`src/design/amv_pkg.sv`:
```
// ----------------------------------------------------------------------------
// ADC moving average package
// Shared widths, register indexes, reset values and the command and status
// structs that join the controller to the datapath.
// ----------------------------------------------------------------------------
package amv_pkg;

    localparam int RAW_W      = 12;
    localparam int FS_W       = 16;
    localparam int MAX_W      = 12;
    localparam int MV_W       = 16;
    localparam int PROD_W     = RAW_W + FS_W;
    localparam int CFG_IDX_W  = 2;
    localparam int CFG_DATA_W = 16;

    localparam logic [CFG_IDX_W-1:0] REG_FULL_SCALE = 2'd0;
    localparam logic [CFG_IDX_W-1:0] REG_ADC_MAX    = 2'd1;

    localparam logic [FS_W-1:0]  FS_RESET  = 16'd3300;
    localparam logic [MAX_W-1:0] MAX_RESET = 12'd4095;

    typedef struct packed {
        logic ld_in;        // capture the accepted input transaction
        logic mul;          // form raw times full scale, read the oldest entry
        logic div_start;    // start the shared divider
        logic div_sel_avg;  // divider operands: 1 = sum by count, 0 = scaling
        logic ld_mv;        // take the scaled value from the divider
        logic update;       // write the window, sum, position and count
        logic ld_out;       // load the output register
    } t_dp_cmd;

    typedef struct packed {
        logic ok;           // captured conversion succeeded
        logic sat;          // captured sample saturates to full scale
        logic div_done;     // divider holds a finished quotient
    } t_dp_sts;

endpackage

```
`src/design/amv_divider.sv`:
```
// ----------------------------------------------------------------------------
// ADC moving average divider
// Restoring unsigned divider that produces one quotient bit per cycle.
// ----------------------------------------------------------------------------
module amv_divider #(
    parameter int DVD_W = 28,
    parameter int DVS_W = 12
) (
    input  logic             i_clk,
    input  logic             i_rst_n,
    input  logic             i_start,
    input  logic [DVD_W-1:0] i_dividend,
    input  logic [DVS_W-1:0] i_divisor,
    output logic             o_done,
    output logic [DVD_W-1:0] o_quotient
);

    localparam int CW = (DVD_W > 1) ? $clog2(DVD_W) : 1;

    logic             r_busy, n_busy;
    logic             r_done, n_done;
    logic [CW-1:0]    r_cnt, n_cnt;
    logic [DVD_W-1:0] r_quo, n_quo;
    logic [DVS_W-1:0] r_rem, n_rem;
    logic [DVS_W-1:0] r_dvs, n_dvs;

    logic [DVS_W:0]   w_shift;
    logic [DVS_W+1:0] w_diff;

    always_comb begin
        w_shift = {r_rem, r_quo[DVD_W-1]};
        w_diff  = {1'b0, w_shift} - {2'b00, r_dvs};
        n_busy  = r_busy;
        n_done  = r_done;
        n_cnt   = r_cnt;
        n_quo   = r_quo;
        n_rem   = r_rem;
        n_dvs   = r_dvs;
        if (i_start) begin
            n_busy = 1'b1;
            n_done = 1'b0;
            n_cnt  = CW'(DVD_W - 1);
            n_quo  = i_dividend;
            n_rem  = '0;
            n_dvs  = i_divisor;
        end else if (r_busy) begin
            // A borrow means the shifted remainder is below the divisor.
            if (!w_diff[DVS_W+1]) begin
                n_rem = w_diff[DVS_W-1:0];
                n_quo = {r_quo[DVD_W-2:0], 1'b1};
            end else begin
                n_rem = w_shift[DVS_W-1:0];
                n_quo = {r_quo[DVD_W-2:0], 1'b0};
            end
            if (r_cnt == '0) begin
                n_busy = 1'b0;
                n_done = 1'b1;
            end else begin
                n_cnt = r_cnt - CW'(1);
            end
        end
    end

    always_ff @(posedge i_clk) begin
        if (!i_rst_n) begin
            r_busy <= 1'b0;
            r_done <= 1'b0;
            r_cnt  <= '0;
        end else begin
            r_busy <= n_busy;
            r_done <= n_done;
            r_cnt  <= n_cnt;
        end
    end

    always_ff @(posedge i_clk) begin
        r_quo <= n_quo;
        r_rem <= n_rem;
        r_dvs <= n_dvs;
    end

    assign o_done     = r_done;
    assign o_quotient = r_quo;

endmodule

```
`src/design/amv_datapath.sv`:
```
// ----------------------------------------------------------------------------
// ADC moving average datapath
// Configuration registers, scaling multiplier, window memory, running sum and
// the shared divider, all driven by commands from the controller.
// ----------------------------------------------------------------------------
module amv_datapath #(
    parameter int WINDOW_DEPTH = 16
) (
    input  logic                           i_clk,
    input  logic                           i_rst_n,
    input  logic                           i_cfg_valid,
    input  logic [amv_pkg::CFG_IDX_W-1:0]  i_cfg_index,
    input  logic [amv_pkg::CFG_DATA_W-1:0] i_cfg_data,
    input  logic [amv_pkg::RAW_W-1:0]      i_raw_sample,
    input  logic                           i_conversion_ok,
    input  amv_pkg::t_dp_cmd               i_cmd,
    output amv_pkg::t_dp_sts               o_sts,
    output logic [amv_pkg::MV_W-1:0]       o_voltage_mv
);

    localparam int CNT_W = $clog2(WINDOW_DEPTH + 1);
    localparam int POS_W = (WINDOW_DEPTH > 1) ? $clog2(WINDOW_DEPTH) : 1;
    localparam int SUM_W = $clog2(WINDOW_DEPTH * ((1 << amv_pkg::MV_W) - 1) + 1);
    localparam int DVD_W = (SUM_W > amv_pkg::PROD_W) ? SUM_W : amv_pkg::PROD_W;
    localparam int DVS_W = (CNT_W > amv_pkg::MAX_W) ? CNT_W : amv_pkg::MAX_W;
    localparam logic [CNT_W-1:0] FULL     = CNT_W'(WINDOW_DEPTH);
    localparam logic [POS_W-1:0] LAST_POS = POS_W'(WINDOW_DEPTH - 1);

    logic [amv_pkg::FS_W-1:0]   r_fs;
    logic [amv_pkg::MAX_W-1:0]  r_max;
    logic [amv_pkg::RAW_W-1:0]  r_raw;
    logic                       r_ok;
    logic [amv_pkg::PROD_W-1:0] r_prod;
    logic [amv_pkg::MV_W-1:0]   r_mv;
    logic [amv_pkg::MV_W-1:0]   r_old;
    logic [amv_pkg::MV_W-1:0]   r_out;
    logic [SUM_W-1:0]           r_sum, n_sum;
    logic [POS_W-1:0]           r_pos, n_pos;
    logic [CNT_W-1:0]           r_fill, n_fill;
    logic [amv_pkg::MV_W-1:0]   r_mem [WINDOW_DEPTH];

    logic                       w_sat;
    logic [amv_pkg::MV_W-1:0]   w_old;
    logic [DVD_W-1:0]           w_dvd;
    logic [DVS_W-1:0]           w_dvs;
    logic                       w_div_done;
    logic [DVD_W-1:0]           w_quo;

    always_ff @(posedge i_clk) begin
        if (!i_rst_n) begin
            r_fs  <= amv_pkg::FS_RESET;
            r_max <= amv_pkg::MAX_RESET;
        end else if (i_cfg_valid) begin
            unique case (i_cfg_index)
                amv_pkg::REG_FULL_SCALE: r_fs  <= i_cfg_data[amv_pkg::FS_W-1:0];
                amv_pkg::REG_ADC_MAX:    r_max <= i_cfg_data[amv_pkg::MAX_W-1:0];
                default: ;
            endcase
        end
    end

    // A zero maximum code makes every sample count as above the maximum.
    assign w_sat = (r_max == '0) || (r_raw > r_max);

    // Slots at or past the fill count were never written and are read as zero.
    assign w_old = (r_fill == FULL) ? r_old : '0;

    always_comb begin
        n_sum  = r_sum - SUM_W'(w_old) + SUM_W'(r_mv);
        n_pos  = (r_pos == LAST_POS) ? '0 : r_pos + POS_W'(1);
        n_fill = (r_fill == FULL) ? r_fill : r_fill + CNT_W'(1);
    end

    always_ff @(posedge i_clk) begin
        if (!i_rst_n) begin
            r_sum  <= '0;
            r_pos  <= '0;
            r_fill <= '0;
        end else if (i_cmd.update) begin
            r_sum  <= n_sum;
            r_pos  <= n_pos;
            r_fill <= n_fill;
        end
    end

    always_ff @(posedge i_clk) begin
        if (i_cmd.ld_in) begin
            r_raw <= i_raw_sample;
            r_ok  <= i_conversion_ok;
        end
        if (i_cmd.mul) begin
            r_prod <= {{amv_pkg::FS_W{1'b0}}, r_raw} * {{amv_pkg::RAW_W{1'b0}}, r_fs};
            if (w_sat) begin
                r_mv <= r_fs;
            end
        end
        if (i_cmd.ld_mv) begin
            r_mv <= w_quo[amv_pkg::MV_W-1:0];
        end
        if (i_cmd.ld_out) begin
            r_out <= r_ok ? w_quo[amv_pkg::MV_W-1:0] : '0;
        end
    end

    always_ff @(posedge i_clk) begin
        if (i_cmd.mul) begin
            r_old <= r_mem[r_pos];
        end
        if (i_cmd.update) begin
            r_mem[r_pos] <= r_mv;
        end
    end

    assign w_dvd = i_cmd.div_sel_avg ? DVD_W'(r_sum) : DVD_W'(r_prod);
    assign w_dvs = i_cmd.div_sel_avg ? DVS_W'(r_fill) : DVS_W'(r_max);

    amv_divider #(
        .DVD_W (DVD_W),
        .DVS_W (DVS_W)
    ) u_div (
        .i_clk      (i_clk),
        .i_rst_n    (i_rst_n),
        .i_start    (i_cmd.div_start),
        .i_dividend (w_dvd),
        .i_divisor  (w_dvs),
        .o_done     (w_div_done),
        .o_quotient (w_quo)
    );

    assign o_sts.ok       = r_ok;
    assign o_sts.sat      = w_sat;
    assign o_sts.div_done = w_div_done;
    assign o_voltage_mv   = r_out;

    a_empty_sum_zero: assert property (@(posedge i_clk) disable iff (!i_rst_n)
        (r_fill == '0) |-> (r_sum == '0))
        else $error("running sum is nonzero while the window is empty");

    a_fill_grows: assert property (@(posedge i_clk) disable iff (!i_rst_n)
        (i_cmd.update && (r_fill != FULL)) |=> (r_fill == $past(r_fill) + CNT_W'(1)))
        else $error("fill count did not grow by one on a window update");

    a_pos_wraps: assert property (@(posedge i_clk) disable iff (!i_rst_n)
        (i_cmd.update && (r_pos == LAST_POS)) |=> (r_pos == '0))
        else $error("write position did not wrap at the end of the window");

    a_div_restart: assert property (@(posedge i_clk) disable iff (!i_rst_n)
        i_cmd.div_start |=> !w_div_done)
        else $error("divider reports done right after a start");

endmodule

```
`src/design/amv_controller.sv`:
```
// ----------------------------------------------------------------------------
// ADC moving average controller
// Sequences one transaction through scaling, window update and averaging,
// and owns the input ready and the output valid.
// ----------------------------------------------------------------------------
module amv_controller (
    input  logic             i_clk,
    input  logic             i_rst_n,
    input  logic             i_in_valid,
    output logic             o_in_ready,
    output logic             o_out_valid,
    input  logic             i_out_ready,
    output amv_pkg::t_dp_cmd o_cmd,
    input  amv_pkg::t_dp_sts i_sts
);

    localparam logic [2:0] S_IDLE   = 3'd0;
    localparam logic [2:0] S_MUL    = 3'd1;
    localparam logic [2:0] S_DSTART = 3'd2;
    localparam logic [2:0] S_DSCALE = 3'd3;
    localparam logic [2:0] S_UPDATE = 3'd4;
    localparam logic [2:0] S_ASTART = 3'd5;
    localparam logic [2:0] S_ADIV   = 3'd6;
    localparam logic [2:0] S_OUT    = 3'd7;

    logic [2:0] r_state, n_state;
    logic       r_out_valid, n_out_valid;

    always_comb begin
        n_state     = r_state;
        o_cmd       = '0;
        o_in_ready  = 1'b0;
        n_out_valid = r_out_valid && !i_out_ready;
        unique case (r_state)
            S_IDLE: begin
                o_in_ready = 1'b1;
                if (i_in_valid) begin
                    o_cmd.ld_in = 1'b1;
                    n_state     = S_MUL;
                end
            end
            S_MUL: begin
                if (!i_sts.ok) begin
                    n_state = S_OUT;
                end else begin
                    o_cmd.mul = 1'b1;
                    n_state   = i_sts.sat ? S_UPDATE : S_DSTART;
                end
            end
            S_DSTART: begin
                o_cmd.div_start = 1'b1;
                n_state         = S_DSCALE;
            end
            S_DSCALE: begin
                if (i_sts.div_done) begin
                    o_cmd.ld_mv = 1'b1;
                    n_state     = S_UPDATE;
                end
            end
            S_UPDATE: begin
                o_cmd.update = 1'b1;
                n_state      = S_ASTART;
            end
            S_ASTART: begin
                o_cmd.div_start   = 1'b1;
                o_cmd.div_sel_avg = 1'b1;
                n_state           = S_ADIV;
            end
            S_ADIV: begin
                o_cmd.div_sel_avg = 1'b1;
                if (i_sts.div_done) begin
                    n_state = S_OUT;
                end
            end
            S_OUT: begin
                if (!r_out_valid || i_out_ready) begin
                    o_cmd.ld_out = 1'b1;
                    n_out_valid  = 1'b1;
                    n_state      = S_IDLE;
                end
            end
            default: n_state = S_IDLE;
        endcase
    end

    always_ff @(posedge i_clk) begin
        if (!i_rst_n) begin
            r_state     <= S_IDLE;
            r_out_valid <= 1'b0;
        end else begin
            r_state     <= n_state;
            r_out_valid <= n_out_valid;
        end
    end

    assign o_out_valid = r_out_valid;

    a_out_not_overwritten: assert property (@(posedge i_clk) disable iff (!i_rst_n)
        o_cmd.ld_out |-> (!r_out_valid || i_out_ready))
        else $error("output register loaded while a result is still held");

    a_fail_skips_work: assert property (@(posedge i_clk) disable iff (!i_rst_n)
        (r_state == S_MUL && !i_sts.ok) |=> (r_state == S_OUT && !$past(o_cmd.mul)))
        else $error("failed conversion entered the datapath");

    a_avg_done_to_out: assert property (@(posedge i_clk) disable iff (!i_rst_n)
        (r_state == S_ADIV && i_sts.div_done) |=> (r_state == S_OUT))
        else $error("finished average did not move to the output state");

endmodule

```
`src/design/adc_voltage_moving_average_unit.sv`:
```
// ----------------------------------------------------------------------------
// ADC voltage moving average unit
// Scales ADC conversions to millivolts and reports the moving average over
// the last WINDOW_DEPTH successful conversions.
// ----------------------------------------------------------------------------
// One input transaction is taken at a time and gives exactly one result. A
// successful conversion is scaled as raw times full_scale_mv divided by
// adc_max_code (a raw code above the maximum, or a zero maximum, gives full
// scale), written into the ring window, and the result is the running sum
// divided by the number of values held so far. A failed conversion gives 0
// and leaves the window alone. Both divisions run on one shared restoring
// divider that retires one quotient bit per cycle; its width D is the larger
// of 28 and the running sum width, which is 20 at the default depth of 16,
// so D is 28 there. An ordinary sample runs the scaling division and then
// the averaging division before the next ready, a saturated sample skips
// the scaling division, and a failed conversion goes straight to output. The
// result sits in an output register, so a new transaction is accepted while
// the previous result waits to be taken. The window is a memory with a
// registered read; entries never written read as zero through the fill
// count, so no clearing pass is needed after reset. The configuration port
// is always ready, and writes to indexes other than the two registers are
// ignored; configuration should only be written while the unit is idle.
// ----------------------------------------------------------------------------
module adc_voltage_moving_average_unit #(
    parameter int WINDOW_DEPTH = 16
) (
    input  logic                           i_clk,
    input  logic                           i_rst_n,
    // Configuration write channel.
    input  logic                           i_cfg_valid,
    output logic                           o_cfg_ready,
    input  logic [amv_pkg::CFG_IDX_W-1:0]  i_cfg_index,
    input  logic [amv_pkg::CFG_DATA_W-1:0] i_cfg_data,
    // Input channel: one ADC conversion per transaction.
    input  logic                           i_in_valid,
    output logic                           o_in_ready,
    input  logic [amv_pkg::RAW_W-1:0]      i_raw_sample,
    input  logic                           i_conversion_ok,
    // Output channel: one averaged voltage per transaction.
    output logic                           o_out_valid,
    input  logic                           i_out_ready,
    output logic [amv_pkg::MV_W-1:0]       o_voltage_mv
);

    amv_pkg::t_dp_cmd w_cmd;
    amv_pkg::t_dp_sts w_sts;

    // Register writes are plain register loads, so the port never stalls.
    assign o_cfg_ready = 1'b1;

    amv_controller u_ctrl (
        .i_clk       (i_clk),
        .i_rst_n     (i_rst_n),
        .i_in_valid  (i_in_valid),
        .o_in_ready  (o_in_ready),
        .o_out_valid (o_out_valid),
        .i_out_ready (i_out_ready),
        .o_cmd       (w_cmd),
        .i_sts       (w_sts)
    );

    amv_datapath #(
        .WINDOW_DEPTH (WINDOW_DEPTH)
    ) u_dp (
        .i_clk           (i_clk),
        .i_rst_n         (i_rst_n),
        .i_cfg_valid     (i_cfg_valid),
        .i_cfg_index     (i_cfg_index),
        .i_cfg_data      (i_cfg_data),
        .i_raw_sample    (i_raw_sample),
        .i_conversion_ok (i_conversion_ok),
        .i_cmd           (w_cmd),
        .o_sts           (w_sts),
        .o_voltage_mv    (o_voltage_mv)
    );

endmodule

```
`config.mk`:
```
export PLATFORM = sky130hd
export DESIGN_NAME = adc_voltage_moving_average_unit
export DESIGN_NICKNAME = d
export VERILOG_FILES = /design/src/design/amv_pkg.sv /design/src/design/amv_divider.sv /design/src/design/amv_datapath.sv /design/src/design/amv_controller.sv /design/src/design/adc_voltage_moving_average_unit.sv
export SDC_FILE = /design/constraint.sdc
export NUM_CORES = 1
export LEC_CHECK = 0
export BUFFER_PORTS_ARGS = -buffer_cell sky130_fd_sc_hd__buf_4
export CORE_ASPECT_RATIO = 0.7
export CORE_MARGIN = 10
export CORE_UTILIZATION = 50
export CTS_BUF_LIST = sky130_fd_sc_hd__clkbuf_2
export DETAILED_ROUTE_END_ITERATION = 10
export HOLD_SLACK_MARGIN = 0.15
export PLACE_DENSITY = 0.71
export SKIP_LAST_GASP = 1
export SLEW_MARGIN = 20
export SYNTH_ARGS = -nofsm -noshare
export SYNTH_HDL_FRONTEND = slang
export SYNTH_SLANG_ARGS = --single-unit
```
`constraint.sdc`:
```
create_clock -name i_clk -period 11.3 [get_ports i_clk]
set_input_delay 1.695 -clock i_clk [delete_from_list [all_inputs] [get_ports i_clk]]
set_output_delay 1.695 -clock i_clk [all_outputs]
set_load 0.01 [all_outputs]
```
Word-level counts from Yosys, hierarchy flattened
Memories as Yosys holds them, arrays and structs flattened. A register that Yosys moved wholly into a read port is not among the register bits. Index checks and enable logic that the tools add are counted.

Memories: 1. Word-level logic and storage cells: 110. Output and inout bits: 19. Flip-flop bits (word level): 193. Memory bits (writable): 256.

Mux-type cells: 40. Order comparisons: 1. Reduce and logical (&&, ||, !) cells: 23. Multipliers: 1. Equality and inequality tests: 15. Add/sub/neg operators: 6. Bitwise gates (word level): 3.

Memory list: u_dp.r_mem (words 16, width 16, read ports 1, clocked after memory_dff 1, wr ports 1, line amv_datapath.sv:40) `logic [amv_pkg::MV_W-1:0] r_mem [WINDOW_DEPTH];`.

Operators with widths (count): $mux W28 (3); $mux W16 (4); $mul A12 B16 Y28 (1); $pmux W3 S8 (1); $add A20 B16 Y20 (1); $mux W1 (20); $mux W5 (4); $sub A20 B16 Y20 (1); $mux W3 (6); $reduce_and A2 Y1 (7); $sub A13 B12 Y14 (1); $eq A3 B3 Y1 const B (4); $gt A12 B12 Y1 (1); $logic_not A12 Y1 (1); $mux W12 (1); $eq A3 B2 Y1 const B (2); $ne A2 B1 Y1 const B (3); $reduce_bool A2 Y1 (3); $reduce_or A2 Y1 (3); $add A5 B1 Y5 const B (1); $eq A5 B5 Y1 const B (1); $logic_not A5 Y1 (1); $sub A5 B1 Y5 const B (1); $add A4 B1 Y4 const B (1); other kinds (12) (17).

Depth between registers and ports, before layout
Gate-level depths: netlist (run 1).

Depth in word-level cells: 5. Mapped depth: 20. Gate-level depth less buffers: 19.

Modules after synthesis
From an unflattened synthesis (run 1), not the netlist that was laid out.

Cells, all modules: 2122. Area total of the unflattened synthesis: 26676.8 µm².

Modules (own cells, without submodules): amv_datapath (cells each 1824, times used 1, area an instance 23351.1 µm²); amv_divider (cells each 258, times used 1, area an instance 3006.6 µm²); amv_controller (cells each 38, times used 1, area an instance 307.8 µm²); adc_voltage_moving_average_unit (cells each 2, times used 1, area an instance 11.3 µm²).

Worst setup path before layout (run 1)
Ideal clock, no wire load.

Path type: flip-flop to flip-flop. From: register u_dp.r_raw[3] (netlist bit). To: register u_dp.r_prod[24] (netlist bit) (data pin). Slack: 5.909 ns. Data arrival time: 5.130 ns. Required time: 11.038 ns. Stages on the path, launching flop included: 19. Library setup time: 0.262 ns. Period minus slack after synthesis: 5.391 ns. Path buffers: 1. Path through: edfxtp_1 -> clkbuf_1 -> nand2_1 -> fa_1 -> inv_1 -> fa_1 -> fa_1 -> fa_1 -> inv_1 -> fa_1 -> inv_1 -> ha_1 -> a21o_1 -> or3_1 -> o211ai_2 -> a31oi_1 -> a221oi_1 -> o21ai_1 -> xor2_1.

Longest elaborated chain between the ends: 1.

RTL lines: from (decl) (line amv_datapath.sv:31) `logic [amv_pkg::RAW_W-1:0] r_raw;`; from (signal assigned) (line amv_datapath.sv:88) `r_raw <= i_raw_sample;`; $mul A12 B16 Y28 (line amv_datapath.sv:92) `r_prod <= {{amv_pkg::FS_W{1'b0}}, r_raw} * {{amv_pkg::RAW_W{1'b0}}, r_fs};`; to (signal assigned) (line amv_datapath.sv:92); to (decl) (line amv_datapath.sv:33) `logic [amv_pkg::PROD_W-1:0] r_prod;`.

Every way passes these cells. A chain may end at the register's enable or synchronous reset.

Final worst setup path (run 1)
From: register u_dp.r_raw[7] (netlist bit). To: register u_dp.r_prod[24] (netlist bit) (data pin).

Same word-level chain as after synthesis.

==> results.json, run 1 <==
{
  "post_synth_instance_area_sq_mm": 0.0266,
  "post_drt_wl_per_cell_um": 20.1,
  "die_w_um": 296,
  "cts.htree.levels": 3,
  "power.share.clock_pct": 18.4,
  "slew_violations": 0,
  "numClockSinks": 465,
  "grt_remaining_overflow": 0,
  "power.net_switching_mw": 2.30,
  "hold_buffers": 0,
  "timing.setup.critical_path_class": "reg2reg",
  "finalHoldViolations": 0,
  "comb_power_share_pct": 43.1,
  "finalCritPeriodShare_pct": 52.8,
  "timing.hold.worst.class": "reg2reg",
  "clock_tree.root_cell": "sky130_fd_sc_hd__clkbuf_2",
  "cts-root-to-sink-buffers": 3,
  "globalplace.congestion": 0.899,
  "critical_path_cell_list": "and2_1, fa_1, inv_1, fa_1, inv_1, fa_1, fa_1, inv_1, fa_1, inv_1, ha_1, a21o_1, or3_1, o211ai_2, a31oi_1, a221oi_1, o21ai_1, xor2_1",
  "design_power_total_mw": 5.91,
  "critical_path.max_stage_delay_ns": 0.70,
  "maxCapViolations": 0,
  "max-slew-margin-rel_pct": 26.4,
  "cp-start-kind": "flip-flop",
  "worst_slack_ns": 5.33,
  "leakagePower_nw": 11.5,
  "setup_viol": 0,
  "power_per_cell_area_mw_per_mm2": 206,
  "cts_made_buffers": 108,
  "number_of_antenna_violations_at_the_first_check_in_global_routing": 1,
  "num_vias": 17000,
  "critPathCaptureType": "flip-flop",
  "result_of_the_run": "finished, final reports clean",
  "core_region_area_sq_mm": 0.0524,
  "critical_path_peak_fanout": 17,
  "post-route-util_pct": 54.7,
  "start_util_pct": 50.7,
  "pre_cts_slack_ns": 5.42,
  "ctsResizeCount": 0,
  "hold_slack_ns": 0.497,
  "library_cell_appearing_most_often_on_the_critical_path": "sky130_fd_sc_hd__fa_1",
  "place.detailed.instances": 2812,
  "layout.cells.most_common": "sky130_fd_sc_hd__edfxtp_1",
  "power.internal_mw": 3.61,
  "synth_seq_area_share_pct": 49.5,
  "die_outline_area_sq_mm": 0.0629,
  "groute.usage.overall_pct": 19.8,
  "first_global_vias": 17200,
  "setup_skew_ns": 0.114,
  "asyncSetResetFlopFracSynth_pct": 0,
  "die_height_um": 213,
  "drt-total-wl_um": 60500,
  "cts_tree": "yes",
  "fin_area_sq_mm": 0.0286,
  "first_pass_iters": 7,
  "num_rows": 70,
  "io_pins": 55,
  "grt_max_degree": 79,
  "post-dp-hpwl_um": 41900,
  "synth_flop_cell": "sky130_fd_sc_hd__edfxtp_1",
  "worst_endpoint_data_arrival_time_ns": 6.84,
  "syn-instance-count": 2149,
  "numPortBuffers": 53,
  "layout.cells.most_common_list": "sky130_fd_sc_hd__edfxtp_1, sky130_fd_sc_hd__inv_1, sky130_fd_sc_hd__nand2_1",
  "final_layout_size_suffix_gt1_share_pct": 16.3,
  "fillerInstances": 4373,
  "slowest_stage": "sky130_fd_sc_hd__edfxtp_1",
  "clock_slew_at_reported_path_ffs_ns": 0.11,
  "rsz0062_at_grt": "false",
  "stdcell_count": 3008,
  "power_frac_seq_pct": 38.5,
  "synth_enable_flop_cells": 385,
  "vdd.ir_drop.worst_v": 0.000237,
  "yosys_register_bits": 465,
  "critical_path_required_ns": 12.17,
  "finalNetCount": 2549,
  "fmax_mhz": 168,
  "grt_first_pass_wirelength_um": 97100,
  "finalWorstPathRequiredPeriod_ns": 5.97,
  "synth_cell_type_count": 77,
  "tightestPinTransition_ns": 1.10,
  "drt_iter0_markers": 1725,
  "yosysWarningCount": 0,
  "place_area_sq_mm": 0.0276,
  "post_cts_buffers": 0,
  "drt_drc_violations_left": 0,
  "insertion_delay_ns": 1.16,
  "ant_nets": 0,
  "synthesis.area_per_instance_sq_um": 12.4,
  "syn_to_final_growth_pct": 7.72,
  "power.switching_fraction_pct": 38.9,
  "route.detailed.vias_per_inst": 5.66,
  "setup-tns-final_ns": 0,
  "syn-num-nets": 2460
}
registers in the layout, indices dropped and copies added, names as in the netlist:
name	count
u_ctrl.o_out_valid	1
u_ctrl.r_state	3
u_dp.o_voltage_mv	16
u_dp.r_fill	5
u_dp.r_fs	16
u_dp.r_max	12
u_dp.r_mem	256
u_dp.r_mv	16
u_dp.r_ok	1
u_dp.r_old	16
u_dp.r_pos	4
u_dp.r_prod	28
u_dp.r_raw	12
u_dp.r_sum	20
u_dp.u_div.o_done	1
u_dp.u_div.o_quotient	28
u_dp.u_div.r_busy	1
u_dp.u_div.r_cnt	5
u_dp.u_div.r_dvs	12
u_dp.u_div.r_rem	12
cells in the mapped netlist (3+ instances only):
cell / instances / area [sq um]
sky130_fd_sc_hd__nor4_1: 4 / 25.0
sky130_fd_sc_hd__nand2_1: 227 / 852
sky130_fd_sc_hd__a21boi_0: 22 / 165
sky130_fd_sc_hd__buf_1: 5 / 18.8
sky130_fd_sc_hd__nand3_1: 34 / 170
sky130_fd_sc_hd__nand4_1: 12 / 75.1
sky130_fd_sc_hd__a21o_1: 19 / 143
sky130_fd_sc_hd__edfxtp_1: 385 / 11600
sky130_fd_sc_hd__o21ai_0: 66 / 330
sky130_fd_sc_hd__o2111ai_1: 3 / 26.3
sky130_fd_sc_hd__nor3b_1: 3 / 22.5
sky130_fd_sc_hd__xor2_1: 17 / 149
sky130_fd_sc_hd__and2_1: 153 / 957
sky130_fd_sc_hd__or3_1: 23 / 144
sky130_fd_sc_hd__o211ai_1: 19 / 143
sky130_fd_sc_hd__o21a_1: 4 / 30.0
sky130_fd_sc_hd__nor2b_1: 15 / 93.8
sky130_fd_sc_hd__nor3_1: 9 / 45.0
sky130_fd_sc_hd__a211oi_1: 4 / 30.0
sky130_fd_sc_hd__xnor2_1: 30 / 263
sky130_fd_sc_hd__o22ai_1: 29 / 181
sky130_fd_sc_hd__a31oi_1: 11 / 68.8
sky130_fd_sc_hd__ha_1: 118 / 1480
sky130_fd_sc_hd__mux4_2: 80 / 1800
sky130_fd_sc_hd__a21oi_1: 88 / 440
sky130_fd_sc_hd__inv_1: 285 / 1070
sky130_fd_sc_hd__nor2_1: 43 / 161
sky130_fd_sc_hd__mux2_2: 21 / 236
sky130_fd_sc_hd__fa_1: 157 / 3140
sky130_fd_sc_hd__clkbuf_1: 84 / 315
sky130_fd_sc_hd__dfxtp_1: 80 / 1600
sky130_fd_sc_hd__buf_2: 4 / 20.0
sky130_fd_sc_hd__and3_1: 9 / 56.3
sky130_fd_sc_hd__nand2b_1: 13 / 81.3
sky130_fd_sc_hd__o211a_1: 4 / 40.0
sky130_fd_sc_hd__o21bai_1: 7 / 52.6
sky130_fd_sc_hd__mux2i_1: 7 / 70.1
sky130_fd_sc_hd__a41oi_1: 3 / 26.3
cell families after synthesis:
group	synth area share, %
buffers and inverters	5.59
AO/OA/AOI/OAI	7.42
XOR/XNOR	1.55
multiplexers	7.93
adder cells (fa/ha/maj)	17.4
flip-flops	49.5
other	0.0141
AND/OR/NAND/NOR	10.6
per-layer routing:
metal | routed length (um) | vias up | track usage (%)
met3 | 4830 | 92 | 4.04
li1 | - | 7738 | -
met1 | 27300 | 8554 | 28.9
met5 | 0 | - | 0
met4 | 996 | 0 | 5.57
met2 | 27400 | 656 | 29.7
cell type report:
| class | count | area (sq um) | area share, % |
|---|---|---|---|
| clock buffers | 160 | 801 | 2.80 |
| clock inverters | 35 | 190 | 0.664 |
| well taps | 684 | 856 | 2.99 |
| repair buffers | 78 | 586 | 2.05 |
| diodes | 1 | 2.50 | 0.00874 |
| flip-flops and latches | 465 | 13200 | 46.0 |
| inverters | 285 | 1070 | 3.74 |
| multi-input cells | 1300 | 12000 | 41.8 |
worst paths after layout:
| path | cells past startpoint | slack, ns | to | from |
|---|---|---|---|---|
| hold reg to reg | 2 | 0.50 | u_dp.r_sum[2] | u_dp.r_sum[2] |
| setup / recovery | 18 | 5.33 | u_dp.r_prod[24] | u_dp.r_raw[7] |
| hold / removal | 2 | 0.50 | u_dp.r_sum[2] | u_dp.r_sum[2] |
| setup reg to reg | 18 | 5.33 | u_dp.r_prod[24] | u_dp.r_raw[7] |
power groups by stage:
stage                     Combinational, mW  Sequential [mW]  Clock (mW)
after floorplan                        2.00             2.22           0
after global placement                 2.45             2.31           0
after detailed placement               2.52             2.31           0
after CTS                              2.55             2.27        1.12
after global routing                   2.90             2.29        1.21
final                                  2.55             2.28        1.08
critical path, delay by kind of cell, from the launching register on:
kind | cells | cell delay, ns
xor gates and xnor gates | 1 | 0.15
buffers and inverters | 4 | 0.19
DFF | 1 | 0.70
AOI/OAI and AO/OA | 5 | 1.21
and+or+nand+nor | 2 | 0.65
adders and majority gates | 6 | 2.80
Power figures use the tool's default switching activity.
==> run 2, diff against run 1 <==
- ABC_AREA: default -> 1
- clock period: 11.3 -> 5.75 ns (I/O delays scaled with it)
==> results.json, run 2 <==
{
  "synth_seq_area_share_pct": 48.4,
  "ant_nets": 0,
  "cts-root-to-sink-buffers": 3,
  "timing.hold.worst.class": "in2reg",
  "clock_tree.root_cell": "sky130_fd_sc_hd__clkbuf_2",
  "comb_power_share_pct": 52.0,
  "num_rows": 71,
  "design_power_total_mw": 14.3,
  "grt_max_degree": 80,
  "tightestPinTransition_ns": 1.14,
  "fillerInstances": 4690,
  "synth_cell_type_count": 45,
  "cts.htree.levels": 3,
  "critical_path.max_stage_delay_ns": 0.80,
  "die_w_um": 299,
  "power.share.clock_pct": 15.6,
  "numPortBuffers": 53,
  "met2RoutedLength_um": 30200,
  "yosys_register_bits": 465,
  "drt-total-wl_um": 70500,
  "cp-endpoint": "u_dp.r_prod[15]",
  "route.top_layer_used": "met4",
  "worst_setup_path_startpoint": "u_dp.r_fs[11]",
  "grt_remaining_overflow": 0,
  "slowest_stage": "sky130_fd_sc_hd__dfxtp_1",
  "synthTopCellsByCount": "sky130_fd_sc_hd__nand2_1, sky130_fd_sc_hd__inv_1, sky130_fd_sc_hd__edfxtp_1",
  "groute.usage.overall_pct": 21.6,
  "drt_drc_violations_left": 0,
  "depth_of_the_most_critical_reg_to_reg_path": 16,
  "io_pins": 55,
  "layout.cells.most_common_list": "sky130_fd_sc_hd__nand2_1, sky130_fd_sc_hd__inv_1, sky130_fd_sc_hd__edfxtp_1",
  "result_of_the_run": "finished, final reports clean",
  "route.met3.wl_um": 7350,
  "die_outline_area_sq_mm": 0.0642,
  "finalNetCount": 3317,
  "layout.cells.most_common": "sky130_fd_sc_hd__nand2_1",
  "finalCritPeriodShare_pct": 95.2,
  "yosysWarningCount": 0,
  "power.net_switching_mw": 6.48,
  "start_util_pct": 50.6,
  "first_global_vias": 20300,
  "post_drt_wl_per_cell_um": 18.4,
  "synth_top_area_share_pct": 42.5,
  "power.internal_mw": 7.83,
  "post_synth_instance_area_sq_mm": 0.0272,
  "power_frac_seq_pct": 32.4,
  "finalHoldViolations": 0,
  "fmax_mhz": 183,
  "pre_cts_slack_ns": 0.331,
  "rsz0062_at_grt": "false",
  "synth.top_cells.by_area": "sky130_fd_sc_hd__edfxtp_1, sky130_fd_sc_hd__fa_1, sky130_fd_sc_hd__nand2_1, sky130_fd_sc_hd__inv_1, sky130_fd_sc_hd__dfxtp_1",
  "drt_iter0_markers": 2525,
  "wl_met1_um": 31200,
  "timing.setup.critical_path_class": "reg2reg",
  "synth_flop_cell": "sky130_fd_sc_hd__edfxtp_1",
  "vdd.ir_drop.worst_v": 0.000586,
  "power_per_cell_area_mw_per_mm2": 479,
  "critPathCaptureType": "flip-flop",
  "die_height_um": 215,
  "slew_violations": 0,
  "synth_enable_flop_cells": 385,
  "route.detailed.vias_per_inst": 5.41,
  "cts_tree": "yes",
  "worstReg2RegEnd": "u_dp.r_prod[15]",
  "final_layout_size_suffix_gt1_share_pct": 10.6,
  "setup_skew_ns": 0.129,
  "worst_endpoint_data_arrival_time_ns": 6.37,
  "post-dp-hpwl_um": 48600,
  "setup_viol": 0,
  "core_region_area_sq_mm": 0.0537,
  "worst_slack_ns": 0.278,
  "critical_path_peak_fanout": 11,
  "insertion_delay_ns": 1.19,
  "first_pass_iters": 6,
  "synthesis.area_per_instance_sq_um": 9.46,
  "number_of_antenna_violations_at_the_first_check_in_global_routing": 3,
  "cts_made_buffers": 111,
  "critical_path_cell_list": "nand2_1, fa_1, fa_1, inv_1, fa_1, fa_1, inv_1, fa_1, inv_1, ha_1, nand2_1, nor2_1, nand2_1, nand2_1, a31oi_1, xnor2_1",
  "num_vias": 20800,
  "maxCapViolations": 0,
  "globalplace.congestion": 0.926,
  "syn-num-nets": 3184,
  "cp-start-kind": "flip-flop",
  "asyncSetResetFlopFracSynth_pct": 0,
  "max-slew-margin-rel_pct": 23.6,
  "synth_largest_area_cell": "sky130_fd_sc_hd__edfxtp_1",
  "critical_path_required_ns": 6.65,
  "clock_slew_at_reported_path_ffs_ns": 0.11,
  "leakagePower_nw": 13.5,
  "registers.top_by_ff_count": "u_dp.r_mem",
  "yosysMostFrequentCell": "sky130_fd_sc_hd__nand2_1",
  "largest_register_ffs": 256,
  "multi_input_area_sq_mm": 0.0116,
  "finalWorstPathRequiredPeriod_ns": 5.47,
  "grt_first_pass_wirelength_um": 111000,
  "numClockSinks": 465,
  "reg2reg_slack_ns": 0.28,
  "syn_to_final_growth_pct": 9.98,
  "setup-tns-final_ns": 0,
  "stdcell_count": 3835,
  "library_cell_appearing_most_often_on_the_critical_path": "sky130_fd_sc_hd__fa_1",
  "r2r-start": "u_dp.r_fs[11]",
  "syn-instance-count": 2873,
  "place.detailed.instances": 3576,
  "sequential_cell_area_sq_mm": 0.0132,
  "power.switching_fraction_pct": 45.3
}
## run 2: worst min path at each step
stage / from / depth (start not counted) / slack (ns) / end
after CTS: i_in_valid / 4 / 0.19 / u_dp.r_ok
after floorplan: u_dp.u_div.r_rem[10] / 2 / 0.44 / u_dp.u_div.r_rem[10]
after detailed placement: u_dp.u_div.r_rem[10] / 2 / 0.46 / u_dp.u_div.r_rem[10]
final: i_cfg_index[0] / 4 / 0.26 / u_dp.r_max[10]
after global placement: u_dp.u_div.r_rem[10] / 2 / 0.46 / u_dp.u_div.r_rem[10]
after global routing: i_cfg_index[0] / 5 / 0.23 / u_dp.r_max[4]
## run 2: what timing repair did
action	CTS	global route
setup endpoints to repair	0	2
gates resized for setup	0	1
endpoints found under the hold margin	57	0
hold buffers	44	0
setup buffers	0	3
## run 2: per-layer routing
| layer | GRT usage (%) | up-vias |
|---|---|---|
| met5 | 0 | - |
| met4 | 6.71 | 0 |
| met3 | 5.15 | 152 |
| met2 | 31.3 | 976 |
| met1 | 31.7 | 9996 |
| li1 | - | 9642 |
## run 2: cell families after synthesis
group | count (synthesis) | synth area share (%)
xor gates and xnor gates | 34 | 1.10
other | 1 | 0.0138
adders and majority gates | 275 | 17.0
AOI/OAI and AO/OA | 474 | 9.77
buffers and inverters | 652 | 9.29
and+or+nand+nor | 972 | 14.4
DFF | 465 | 48.4
## run 2: critical path: cells and delay by family, from the launching register on
| family | cells | cell delay (ns) |
|---|---|---|
| AOI/OAI and AO/OA | 1 | 0.06 |
| xor gates and xnor gates | 1 | 0.45 |
| adders and majority gates | 6 | 2.88 |
| buffers and inverters | 3 | 0.16 |
| DFF | 1 | 0.80 |
| and+or+nand+nor | 5 | 0.85 |
## run 2: area by class of cell
cell class	instances	area share [%]
diodes	3	0.0251
clock buffers	165	2.76
clock inverters	44	0.808
inverters	527	6.63
multi-input cells	1756	38.7
flip-flops and latches	465	44.0
well taps	730	3.06
repair buffers	145	4.01
## run 2: power groups by stage
stage / Clock (mW) / Combinational, mW / Sequential (mW)
floorplan: 0 / 5.44 / 4.51
global placement: 0 / 7.16 / 4.69
detailed placement: 0 / 7.28 / 4.70
CTS: 2.28 / 7.35 / 4.62
global route: 2.46 / 8.40 / 4.66
finish: 2.24 / 7.44 / 4.63
## run 2: metrics by stage
stage	hold slack, ns	cell area [sq um]	util, %
after floorplan	0.443	27200	-
after global placement	0.456	28300	52.7
after detailed placement	0.462	28400	52.8
after CTS	0.195	29900	55.6
after global routing	0.234	29900	55.6
final	0.261	29900	55.6
